<file path="src/rtl/assert_macros.svh">
// ----------------------------------------------------------------------------
// Assertion macros
// Shared concurrent assertion forms, clocked on clk and disabled in reset.
// ----------------------------------------------------------------------------
`ifndef ASSERT_MACROS_SVH
`define ASSERT_MACROS_SVH

// The consequent must hold in the same cycle as the antecedent.
`define ASSERT_SAME(label, ante, cons, msg) \
  label: assert property (@(posedge clk) disable iff (rst) (ante) |-> (cons)) \
    else $error(msg);

// The consequent must hold in the cycle after the antecedent.
`define ASSERT_NEXT(label, ante, cons, msg) \
  label: assert property (@(posedge clk) disable iff (rst) (ante) |=> (cons)) \
    else $error(msg);

`endif

</file>
<file path="src/rtl/dpq_pkg.sv">
`timescale 1ns / 1ps
// ----------------------------------------------------------------------------
// dpq_pkg
// Types and codes shared by the double-ended priority queue.
// ----------------------------------------------------------------------------
package dpq_pkg;

  localparam int IdW  = 31;
  localparam int KeyW = 31;

  typedef enum logic [1:0] {
    OP_INSERT = 2'd0,
    OP_POP_HI = 2'd1,
    OP_POP_LO = 2'd2,
    OP_NONE   = 2'd3
  } op_t;

  typedef struct packed {
    logic signed [KeyW-1:0] key;
    logic [IdW-1:0]         id;
  } entry_t;

  typedef enum logic [3:0] {
    S_IDLE,
    S_INS_CHK,
    S_INS_CMP,
    S_HI_RD,
    S_HI_TOP,
    S_HI_CHK,
    S_HI_CMP,
    S_LO_RD,
    S_LO_CAP,
    S_SH_CHK,
    S_SH_WR,
    S_RESP
  } state_t;

  typedef enum logic [1:0] {
    RA_POS_M1,
    RA_POS,
    RA_POS_P1
  } rd_sel_t;

  typedef enum logic [1:0] {
    CNT_HOLD,
    CNT_INC,
    CNT_DEC
  } cnt_op_t;

  typedef struct packed {
    logic    load;
    logic    load_pos_zero;
    logic    rd_en;
    rd_sel_t rd_sel;
    logic    wr_en;
    logic    wr_new;
    cnt_op_t pos_op;
    cnt_op_t occ_op;
    logic    cap_top;
    logic    cap_cand;
    logic    resp;
  } cmd_t;

  typedef struct packed {
    logic full;
    logic occ_zero;
    logic pos_zero;
    logic rd_gt;
    logic rd_eq;
    logic sh_more;
    logic out_free;
  } status_t;

endpackage

</file>
<file path="src/rtl/dpq_ctrl.sv">
`timescale 1ns / 1ps
// ----------------------------------------------------------------------------
// dpq_ctrl
// Sequencer that walks the sorted store for inserts, pops and shifts.
// ----------------------------------------------------------------------------
module dpq_ctrl
  import dpq_pkg::*;
(
  input  logic    clk,
  input  logic    rst,
  input  logic    req_valid,
  input  op_t     req_op,
  output logic    req_ready,
  input  status_t st,
  output cmd_t    cmd
);

  state_t state, state_next;

  always_ff @(posedge clk) begin
    if (rst) begin
      state <= S_IDLE;
    end else begin
      state <= state_next;
    end
  end

  always_comb begin
    state_next = state;
    cmd        = '0;
    cmd.rd_sel = RA_POS;
    cmd.pos_op = CNT_HOLD;
    cmd.occ_op = CNT_HOLD;
    req_ready  = 1'b0;
    unique case (state)
      S_IDLE: begin
        req_ready = 1'b1;
        if (req_valid) begin
          cmd.load          = 1'b1;
          cmd.load_pos_zero = (req_op == OP_POP_LO);
          unique case (req_op)
            OP_INSERT: state_next = st.full ? S_IDLE : S_INS_CHK;
            OP_POP_HI: state_next = st.occ_zero ? S_RESP : S_HI_RD;
            OP_POP_LO: state_next = st.occ_zero ? S_RESP : S_LO_RD;
            default:   state_next = S_IDLE;
          endcase
        end
      end
      S_INS_CHK: begin
        if (st.pos_zero) begin
          cmd.wr_en  = 1'b1;
          cmd.wr_new = 1'b1;
          cmd.occ_op = CNT_INC;
          state_next = S_IDLE;
        end else begin
          cmd.rd_en  = 1'b1;
          cmd.rd_sel = RA_POS_M1;
          state_next = S_INS_CMP;
        end
      end
      S_INS_CMP: begin
        cmd.wr_en = 1'b1;
        if (st.rd_gt) begin
          cmd.pos_op = CNT_DEC;
          state_next = S_INS_CHK;
        end else begin
          cmd.wr_new = 1'b1;
          cmd.occ_op = CNT_INC;
          state_next = S_IDLE;
        end
      end
      S_HI_RD: begin
        cmd.rd_en  = 1'b1;
        cmd.rd_sel = RA_POS_M1;
        state_next = S_HI_TOP;
      end
      S_HI_TOP: begin
        cmd.cap_top  = 1'b1;
        cmd.cap_cand = 1'b1;
        cmd.pos_op   = CNT_DEC;
        state_next   = S_HI_CHK;
      end
      S_HI_CHK: begin
        if (st.pos_zero) begin
          state_next = S_SH_CHK;
        end else begin
          cmd.rd_en  = 1'b1;
          cmd.rd_sel = RA_POS_M1;
          state_next = S_HI_CMP;
        end
      end
      S_HI_CMP: begin
        if (st.rd_eq) begin
          cmd.cap_cand = 1'b1;
          cmd.pos_op   = CNT_DEC;
          state_next   = S_HI_CHK;
        end else begin
          state_next = S_SH_CHK;
        end
      end
      S_LO_RD: begin
        cmd.rd_en  = 1'b1;
        cmd.rd_sel = RA_POS;
        state_next = S_LO_CAP;
      end
      S_LO_CAP: begin
        cmd.cap_cand = 1'b1;
        state_next   = S_SH_CHK;
      end
      S_SH_CHK: begin
        if (st.sh_more) begin
          cmd.rd_en  = 1'b1;
          cmd.rd_sel = RA_POS_P1;
          state_next = S_SH_WR;
        end else begin
          cmd.occ_op = CNT_DEC;
          state_next = S_RESP;
        end
      end
      S_SH_WR: begin
        cmd.wr_en  = 1'b1;
        cmd.pos_op = CNT_INC;
        state_next = S_SH_CHK;
      end
      S_RESP: begin
        if (st.out_free) begin
          cmd.resp   = 1'b1;
          state_next = S_IDLE;
        end
      end
      default: state_next = S_IDLE;
    endcase
  end

endmodule

</file>
<file path="config.mk">
export PLATFORM = sky130hd
export DESIGN_NAME = dpq_ctrl
export DESIGN_NICKNAME = d
export VERILOG_FILES = /design/src/rtl/assert_macros.svh /design/src/rtl/dpq_pkg.sv /design/src/rtl/dpq_ctrl.sv
export SDC_FILE = /design/constraint.sdc
export NUM_CORES = 1
export LEC_CHECK = 0
export ABC_AREA = 1
export BUFFER_PORTS_ARGS = -buffer_cell sky130_fd_sc_hd__buf_4
export CORE_UTILIZATION = 40
export DETAILED_ROUTE_END_ITERATION = 16
export PLACE_DENSITY = 0.72
export RECOVER_POWER = 50
export SLEW_MARGIN = 20
export SYNTH_ARGS = -nofsm -noshare
export SYNTH_HDL_FRONTEND = slang
export SYNTH_SLANG_ARGS = --single-unit
</file>
<file path="constraint.sdc">
create_clock -name clk -period 1.5 [get_ports clk]
set_clock_uncertainty 0.1 [all_clocks]
set_input_delay 0.15 -clock clk [delete_from_list [all_inputs] [get_ports clk]]
set_output_delay 0.15 -clock clk [all_outputs]
set_load 0.005 [all_outputs]
</file>
Yosys cells after proc, flatten, opt, wreduce, memory -nomap -nowiden

Cells that the tools add are included.

Output and inout port bits: 15
Input port bits: 12
Word-level logic and storage cells: 57
Register bits: 4

Reductions and logical operators: 7
Mux-type cells: 34
Equality and inequality tests: 15

Operators with widths:

| cell                                                                   | number |
|---|---|
| 4-bit one-hot mux with 11 select lines                                 | 1 |
| 4-bit 2-to-1 mux                                                       | 6 |
| 4-bit by 3-bit equality test with 1-bit output (second input constant) | 4 |
| 4-bit equality test (second input constant)                            | 4 |
| 2-bit 2-to-1 mux                                                       | 7 |
| 3-bit one-hot mux with 4 select lines                                  | 1 |
| 4-bit one-hot mux with 3 select lines                                  | 1 |
| 1-bit 2-to-1 mux                                                       | 11 |
| 4-bit by 2-bit equality test with 1-bit output (second input constant) | 2 |
| 2-bit one-hot mux with 4 select lines                                  | 1 |
| 2-bit OR reduction                                                     | 4 |
| 3-bit 2-to-1 mux                                                       | 2 |
| 1-bit one-hot mux with 2 select lines                                  | 3 |
| 2-bit one-hot mux with 3 select lines                                  | 1 |
| 4-bit by 1-bit equality test with 1-bit output (second input constant) | 1 |
| 4-bit logical NOT                                                      | 1 |
| 2-bit inequality test (second input constant)                          | 2 |
| 2-bit by 1-bit equality test with 1-bit output (second input constant) | 1 |
| 2-bit equality test (second input constant)                            | 1 |
| 2-bit logical NOT                                                      | 1 |
| 2-bit AND reduction                                                    | 1 |

Longest topological paths before layout

Gate-level depths: netlist of run 1.

Depth in word-level cells: 4
Mapped depth: 9
Mapped depth without buffers: 9

Least setup slack after synthesis of run 1

Ideal clock, no wire load.

Path type: register -> output
Start point: register state[3]
End point: output port cmd[6] (netlist name)
Required time: 1.250 ns
Arrival time: 1.023 ns
Slack: 0.227 ns
Cell stages (with the launch flop): 7
Cells stage by stage: dfxtp_1 -> inv_1 -> nand2_1 -> inv_1 -> nand2_1 -> nand2_1 -> or2_2

RTL lines:

| element                | line           | text |
|---|---|---|
| start, declared        | dpq_ctrl.sv:18 | `state_t state, state_next;` |
| start signal, assigned | dpq_ctrl.sv:24 | `state <= state_next;` |
| end, declared          | dpq_ctrl.sv:15 | `output cmd_t cmd` |

==> impl_metrics.py, run 1 <==
metrics = {
    "routing": {
        "viasPerCell": 5.890,
        "drtIter0Drc": 53,
        "vias": 960,
        "drt_pass1_iterations": 4,
        "postRouteAntennaNets": 0,
        "wl_um": 2909,
        "wire_per_inst_um": 17.85,
        "post-route-drc-count": 0,
    },
    "floorplan": {
        "coreArea_mm2": 0.001156,
        "die_h_um": 38.20,
        "start_util": 0.4535,
        "io_pins": 27,
        "design.die.area_mm2": 0.001459,
        "rows": 12,
        "dieWidth_um": 38.20,
    },
    "hold_path": {
        "hold_path.class": "in -> reg",
    },
    "flow_run": {
        "cap_violations": 0,
    },
    "power": {
        "p_comb_frac": 0.670,
        "clkPwrFrac": 0.153,
        "p_per_area_mw_per_mm2": 856.7,
        "power_switching_share": 0.4561,
        "power_frac_seq": 0.176,
        "p_leak_uw": 0.0005876,
        "internal_power_uw": 492.1,
        "total_power_uw": 904.7,
        "peakVddDrop_mv": 0.6413,
        "netSwitchingPower_uw": 412.6,
    },
    "worst_setup_path": {
        "worst-setup-path-type": "reg -> out",
        "path_max_fanout": 4,
        "path_cells": "inv_4 > nor2_4 > buf_6 > nand2_1 > o22ai_1 > buf_4",
        "slowest_stage": "dfxtp_4",
        "critPathBufInv": 3,
        "start_kind": "flop",
        "worstSetupEndpointType": "output pin",
        "cpLargestDelayFamily": "flip-flops",
        "max_stage_delay_ns": 0.38,
        "cp_data_arrival_time_ns": 1.39,
        "cp_data_required_time_ns": 1.25,
    },
    "synth": {
        "synthDistinctLibCells": 15,
        "netlist_area_um2": 524.3,
        "ys_warn_count": 0,
        "synth_top_area_share": 0.1718,
        "syn_inst": 100,
        "synth_area_leader_cell": "nand2_1",
        "synth.avg_cell_area_um2": 5.243,
        "synth_nets": 116,
        "synth.area.top_cells": "nand2_1 17%, dfxtp_1 15%, inv_1 15%",
        "ys_seq_area_frac": 0.1527,
        "ys_ff_latch": 4,
    },
    "timing": {
        "max_clock_freq_mhz": 610.6,
        "min_period_over_period": 1.092,
        "final_max_slew_viol_count": 0,
        "worst_slack_ns": -0.1377,
        "slew_headroom": 0.7958,
        "hold_viol_final": 0,
        "fin_setup_tns_ns": -0.7794,
        "fin_crit_ns": 1.638,
        "rsz0062_at_grt": "yes",
        "max_slew.worst_pin.slew_ns": 0.3059,
        "setup_viol": 11,
    },
    "grt": {
        "overflow": 0,
        "grt_max_degree": 6,
        "antenna_found_initial": 0,
        "grt_pass1_wl_um": 2773,
        "grtUsageTotal": 0.2807,
        "grt_pass1_vias": 690,
    },
    "cells_and_area": {
        "largest_register_ffs": 4,
        "nNetsFinal": 167,
        "largest-register": "state",
        "fillers": 47,
        "largestRegisters": "state: 4 flops",
        "drive_above_1_share": 0.5369,
        "antennaDiodeCount": 0,
        "final_core_util": 0.9134,
        "layoutNonFillerInstCount": 163,
        "area.growth.synth_to_final_pct": 101.4,
    },
    "clocking": {
        "numCtsBuffers": 3,
        "clk_latency_ns": 0.24,
        "clkTransAtPathRegs_ns": 0.04,
        "htree_levels": 1,
        "cts.sinks": 4,
        "cts_max_path_buffers": 2,
        "cts_tree": "yes",
        "clock_tree.root_cell": "clkbuf_4",
    },
    "place": {
        "routabilityCongestion": 0.9097,
        "dp_hpwl_um": 1208,
        "io_buffers": 26,
        "placedCellCount": 144,
    },
    "outcome": {
        "failed_checks": "setup timing",
        "status": "finished, violations left",
    },
}
==> placed cells by master (no fill, tap or decap), drive strengths merged <==
cell type    instances
a21oi                6
nand2               24
clkbuf               3
ha                   4
o21ai                4
o22ai                2
nor2                21
buf                 45
dfxtp                4
dlygate4sd3          1
nand3                9
o221ai               1
nand4                2
nor3                 1
inv                 21
or2                  1
==> final cells by class <==
class / count / area, um^2 / area share
clock buffers: 3 / 22.52 / 0.02133
inverters: 21 / 86.33 / 0.08175
multi-input cells: 75 / 470.5 / 0.4455
flip-flops and latches: 4 / 92.59 / 0.08768
well taps: 14 / 17.52 / 0.01659
repair buffers: 46 / 366.6 / 0.3472
==> worst min-delay path: stages <==
cell and delay [ns]:
buf_4 0.08, inv_1 0.06, nand3_2 0.11, a21oi_2 0.06
==> layer usage <==
layer,share of wire,up-vias,GRT usage
met1,0.35,423,0.3039
met3,0.096,29,0.01744
met4,0.067,0,0.1071
met2,0.48,91,0.5508
met5,0,-,0
li1,-,417,-
==> stage by stage <==
| step | setup slack (ns) | area, um^2 | hold WS, ns |
|---|---|---|---|
| 4_1_cts | -0.01712 | 930.9 | 0.1920 |
| 3_5_place_dp | 0.04815 | 767.0 | 0.2369 |
| 2_1_floorplan | 0.2267 | 524.3 | 0.1191 |
| 3_3_place_gp | 0.02593 | 767.0 | 0.2321 |
| 5_1_grt | -0.1633 | 1056 | 0.1733 |
| 6_report | -0.1377 | 1056 | 0.1587 |
==> power groups by stage <==
stage | registers [uW] | logic (uW) | clock network, uW
floorplan | 140 | 210 | 0
global placement | 140 | 389 | 0
detailed placement | 140 | 393 | 0
CTS | 149 | 472 | 135
global route | 161 | 641 | 147
finish | 160 | 607 | 139
==> final timing paths <==
| kind | startpoint | endpoint | slack, ns | cells after the start |
|---|---|---|---|---|
| setup / recovery | state[1] | cmd[7] | -0.14 | 6 |
| hold / removal | st[0] | state[0] | 0.16 | 4 |
| setup reg to reg | state[2] | state[0] | 0.01 | 8 |
| hold reg to reg | state[3] | state[2] | 0.66 | 5 |
==> Yosys cell counts (all sizes together) <==
cell / n
nand2: 24
nand4: 2
nor2: 21
a21oi: 6
o22ai: 2
nand3: 9
o21ai: 4
or2: 1
inv: 21
o221ai: 1
ha: 4
nor3: 1
dfxtp: 4
==> cells by family after synthesis <==
logic type                 synth area share
AOI/OAI and AO/OA                    0.1432
adders and majority gates           0.09547
buffers and inverters                0.1504
DFF                                  0.1528
and+or+nand+nor                      0.4582
==> repair_timing <==
item                                    4_1_cts  5_1_grt
endpoints found under the setup margin       12       14
hold buffers                                  1        0
gates resized for setup                      29       18
pin swaps                                     3        9
hold endpoints to repair                      4        0
setup buffers                                 7        9
(Power assumes the default switching activity.)
==> run 2, diff against run 1 <==
==> constraint.sdc (replaced) <==
create_clock -name clk -period 1.5 [get_ports clk]
set_clock_uncertainty 0.1 [all_clocks]
set_input_delay 0.075 -clock clk [delete_from_list [all_inputs] [get_ports clk]]
set_output_delay 0.075 -clock clk [all_outputs]
set_load 0.005 [all_outputs]
==> impl_metrics.py, run 2 (synthesis results as in run 1) <==
metrics = {
    "power": {
        "peakVddDrop_mv": 0.5621,
        "total_power_uw": 758.3,
        "p_per_area_mw_per_mm2": 854.8,
        "p_leak_uw": 0.0005011,
    },
    "cells_and_area": {
        "largest-register": "state",
        "nNetsFinal": 153,
        "layout_common_cells": "31 x buf_4, 21 x nand2_1, 18 x inv_1, 14 x nor2_1, 8 x nand3_1",
        "largest_register_ffs": 4,
        "final_common_cell": "buf_4",
        "area.growth.synth_to_final_pct": 69.21,
        "antennaDiodeCount": 0,
        "largestRegisters": "state: 4 flops",
        "drive_above_1_share": 0.4148,
        "layoutNonFillerInstCount": 149,
    },
    "floorplan": {
        "design.die.area_mm2": 0.001459,
        "rows": 12,
        "die_h_um": 38.20,
        "start_util": 0.4535,
        "io_pins": 27,
        "coreArea_mm2": 0.001156,
        "dieWidth_um": 38.20,
    },
    "clocking": {
        "clock_tree.root_cell": "clkbuf_4",
        "cts_tree": "yes",
        "cts.sinks": 4,
        "htree_levels": 1,
        "cts_max_path_buffers": 2,
        "clk_latency_ns": 0.24,
        "numCtsBuffers": 3,
        "clkTransAtPathRegs_ns": 0.04,
    },
    "routing": {
        "post-route-drc-count": 0,
        "vias": 774,
        "drtIter0Drc": 25,
        "viasPerCell": 5.195,
        "wire_per_inst_um": 11.98,
        "drt_pass1_iterations": 4,
        "wl_um": 1785,
        "postRouteAntennaNets": 0,
    },
    "grt": {
        "overflow": 0,
        "grt_pass1_vias": 609,
        "grt_max_degree": 8,
        "grtUsageTotal": 0.2494,
        "antenna_found_initial": 0,
        "grt_pass1_wl_um": 2518,
    },
    "timing": {
        "max_slew.worst_pin.slew_ns": 0.2024,
        "hold_viol_final": 0,
        "final_max_slew_viol_count": 0,
        "rsz0062_at_grt": "yes",
        "min_period_over_period": 1.026,
        "setup_viol": 1,
        "max_clock_freq_mhz": 649.9,
        "fin_crit_ns": 1.539,
        "worst_slack_ns": -0.03866,
        "slew_headroom": 0.8640,
    },
    "hold_path": {
        "hold_path.class": "in -> reg",
    },
    "outcome": {
        "failed_checks": "setup timing",
        "status": "finished, violations left",
    },
    "worst_setup_path": {
        "cp_data_arrival_time_ns": 1.36,
        "worst-setup-path-type": "reg -> out",
        "cp_data_required_time_ns": 1.32,
        "worstSetupEndpointType": "output pin",
        "path_max_fanout": 4,
        "start_kind": "flop",
    },
    "place": {
        "dp_hpwl_um": 1204,
        "placedCellCount": 143,
        "routabilityCongestion": 0.9946,
        "io_buffers": 26,
    },
    "flow_run": {
        "cap_violations": 0,
    },
}
run 2: cell count changes in the layout (fill, tap and decap cells not counted), sizes merged:
cell and change:
buf -14
run 2: repair_timing:
| item | in CTS | in global routing |
|---|---|---|
| cloned | 0 | 0 |
| hold buffers | 1 | 0 |
| buffers inserted | 0 | 2 |
| resized for setup | 14 | 15 |
| pin swaps | 0 | 2 |
| endpoints found under the hold margin | 4 | 0 |
| setup endpoints to repair | 9 | 14 |
run 2: worst max-delay path, stage by stage, from the launching register on:
cell and delay [ns]:
dfxtp_4 0.40, nor2_4 0.05, buf_4 0.14, nand3_2 0.07, nand2_1 0.07, or2_2 0.27, buf_4 0.13
run 2: final timing paths:
kind,end,slack [ns],startpoint,cells after the start
hold reg to reg,state[1],0.61,state[2],3
hold / removal,state[1],0.11,st[0],4
setup reg to reg,state[3],0.12,state[0],7
setup / recovery,cmd[6],-0.04,state[2],6
run 2: per-layer routing:
layer / up-vias / share of wire / GRT usage
met2: 28 / 0.52 / 0.3898
met4: 0 / 0.026 / 0.1250
met3: 8 / 0.058 / 0.02907
li1: 389 / - / -
met5: - / 0 / 0
met1: 349 / 0.40 / 0.3333
run 2: area by class of cell:
| class | instances | area [um^2] |
|---|---|---|
| fillers | 94 | 269.0 |
| flip-flops and latches | 4 | 95.09 |
| clock buffers | 3 | 22.52 |
| repair buffers | 32 | 242.7 |
| inverters | 21 | 81.33 |
| multi-input cells | 75 | 427.9 |
| well taps | 14 | 17.52 |
run 2: stage by stage:
step | instance area [um^2] | setup TNS (ns) | setup slack (ns) | hold WS, ns | utilization
after floorplan | 524.3 | 0 | 0.2435 | 0.04407 | -
after global placement | 759.5 | 0 | 0.07094 | 0.1599 | 0.6569
after detailed placement | 759.5 | 0 | 0.04804 | 0.1625 | 0.6569
after CTS | 823.3 | -0.08935 | -0.02885 | 0.1130 | 0.7121
after global routing | 887.1 | -0.3832 | -0.06905 | 0.1530 | 0.7673
final | 887.1 | -0.03866 | -0.03866 | 0.1108 | 0.7673
run 2: where the power goes:
group | leakage, uW | internal [uW] | switching, uW
registers | 0.0000356 | 128 | 36.6
logic | 0.000452 | 218 | 237
clock network | 0.0000138 | 89.8 | 48.7
total | 0.000501 | 436 | 323
==> run 3, diff against run 2 <==
--- a/config.mk
+++ b/config.mk
@@ -7,11 +7,12 @@
 export LEC_CHECK = 0
 export ABC_AREA = 1
 export BUFFER_PORTS_ARGS = -buffer_cell sky130_fd_sc_hd__buf_4
-export CORE_UTILIZATION = 40
+export CELL_PAD_IN_SITES_DETAIL_PLACEMENT = 0
+export CELL_PAD_IN_SITES_GLOBAL_PLACEMENT = 1
+export CORE_UTILIZATION = 27
 export DETAILED_ROUTE_END_ITERATION = 16
-export PLACE_DENSITY = 0.72
+export PLACE_DENSITY = 0.8
 export RECOVER_POWER = 50
-export SLEW_MARGIN = 20
 export SYNTH_ARGS = -nofsm -noshare
 export SYNTH_HDL_FRONTEND = slang
 export SYNTH_SLANG_ARGS = --single-unit
==> impl_metrics.py, run 3 (synthesis results as in run 1) <==
metrics = {
    "timing": {
        "rsz0062_at_grt": "yes",
        "setup_viol": 1,
        "slew_headroom": 0.8704,
        "worst_slack_ns": -0.01126,
        "fin_crit_ns": 1.511,
        "min_period_over_period": 1.008,
        "fin_setup_tns_ns": -0.01126,
        "max_slew.worst_pin.slew_ns": 0.1937,
        "max_clock_freq_mhz": 661.7,
        "final_max_slew_viol_count": 0,
        "hold_viol_final": 0,
    },
    "power": {
        "internal_power_uw": 487.7,
        "power_frac_seq": 0.195,
        "total_power_uw": 832.8,
        "p_per_area_mw_per_mm2": 821.8,
        "p_leak_uw": 0.0005591,
        "peakVddDrop_mv": 0.6065,
        "clkPwrFrac": 0.162,
        "p_comb_frac": 0.643,
        "power_switching_share": 0.4144,
        "netSwitchingPower_uw": 345.1,
    },
    "worst_setup_path": {
        "start_kind": "flop",
        "rrSetupSlack_ns": 0.05,
        "cp_data_arrival_time_ns": 1.34,
        "reg2reg_depth": 10,
        "worst-setup-path-type": "reg -> out",
        "startpoint": "state[0]",
        "regToRegStartpoint": "state[0]",
        "path_max_fanout": 5,
        "r2r-end": "state[0]",
        "worstSetupEndpointType": "output pin",
        "cp_data_required_time_ns": 1.32,
    },
    "cells_and_area": {
        "largest-register": "state",
        "area.growth.synth_to_final_pct": 93.32,
        "antennaDiodeCount": 0,
        "nNetsFinal": 161,
        "final_core_util": 0.5745,
        "layout_common_cells": "37 x buf_4, 19 x nand2_1, 17 x inv_1, 14 x nor2_1, 7 x nand3_1",
        "drive_above_1_share": 0.4965,
        "largest_register_ffs": 4,
        "largestRegisters": "state: 4 flops",
        "final_common_cell": "buf_4",
        "layoutNonFillerInstCount": 168,
    },
    "routing": {
        "drt_pass1_iterations": 4,
        "post-route-drc-count": 0,
        "drtIter0Drc": 10,
        "viasPerCell": 4.607,
        "wire_per_inst_um": 10.96,
        "wl_um": 1841,
        "vias": 774,
        "postRouteAntennaNets": 0,
    },
    "clocking": {
        "cts_max_path_buffers": 2,
        "numCtsBuffers": 3,
        "clkTransAtPathRegs_ns": 0.04,
        "clock_tree.root_cell": "clkbuf_4",
        "clk_latency_ns": 0.24,
        "htree_levels": 1,
        "cts.sinks": 4,
        "cts_tree": "yes",
    },
    "grt": {
        "antenna_found_initial": 0,
        "grtUsageTotal": 0.1702,
        "grt_pass1_vias": 674,
        "grt_pass1_wl_um": 2649,
        "grt_max_degree": 8,
        "overflow": 0,
    },
    "hold_path": {
        "hold_end": "state[0]",
        "hold_depth": 5,
        "hold_path.class": "in -> reg",
        "hp-start": "st[0]",
    },
    "place": {
        "dp_hpwl_um": 1307,
        "placedCellCount": 157,
        "io_buffers": 26,
        "routabilityCongestion": 0.8527,
        "place_ws_ns": 0.1101,
    },
    "outcome": {
        "status": "finished, violations left",
        "failed_checks": "setup timing",
    },
    "floorplan": {
        "start_util": 0.2972,
        "dieWidth_um": 46.07,
        "coreArea_mm2": 0.001764,
        "die_h_um": 46.07,
        "design.die.area_mm2": 0.002122,
        "io_pins": 27,
        "rows": 15,
    },
    "flow_run": {
        "cap_violations": 0,
    },
}
run 3: per-stage QoR:
stage / instance area, um^2 / hold slack [ns]
final: 1013 / 0.1598
after global routing: 1013 / 0.1807
after floorplan: 524.3 / 0.04407
after CTS: 867.1 / 0.1594
after global placement: 795.8 / 0.1587
after detailed placement: 795.8 / 0.1606
run 3: timing repair:
item	CTS	global route
hold endpoints to repair	4	0
hold buffers	1	0
setup endpoints to repair	10	12
buffers inserted	1	6
resized for setup	14	29
pin swaps	2	7
run 3: power by group through the flow:
| stage | clock network (uW) | registers [uW] | logic, uW |
|---|---|---|---|
| CTS | 136 | 150 | 427 |
| global route | 150 | 165 | 592 |
| detailed placement | 0 | 144 | 404 |
| global placement | 0 | 144 | 410 |
| finish | 135 | 162 | 535 |
| floorplan | 0 | 140 | 210 |
run 3: cell type report:
type | instances | area [um^2]
Multi-Input combinational cell | 75 | 470.5
Inverter | 21 | 83.83
Timing Repair Buffer | 40 | 310.3
Fill cell | 184 | 750.7
Clock buffer | 3 | 22.52
Sequential cell | 4 | 95.09
Tap cell | 25 | 31.28
run 3: layer usage:
layer	vias to the layer above	share of wire	GRT usage
met5	-	0	0
met4	0	0.012	0.05294
met3	5	0.024	0.01176
met2	15	0.53	0.2901
met1	350	0.43	0.2259
li1	404	-	-
run 3: worst max path at each step:
stage	slack [ns]	cells past startpoint	end
6_report	-0.01	6	cmd[8]
5_1_grt	-0.08	6	cmd[8]
4_1_cts	-0.03	5	cmd[12]
3_5_place_dp	0.11	8	state[2]
3_3_place_gp	0.07	8	state[0]
2_1_floorplan	0.24	6	state[0]
run 3: critical path, cell delays in order (launching register included):
cell and delay (ns):
dfxtp_4 0.36, buf_4 0.16, nor2_4 0.15, buf_4 0.13
inv_1 0.04, a21oi_1 0.14, buf_4 0.12
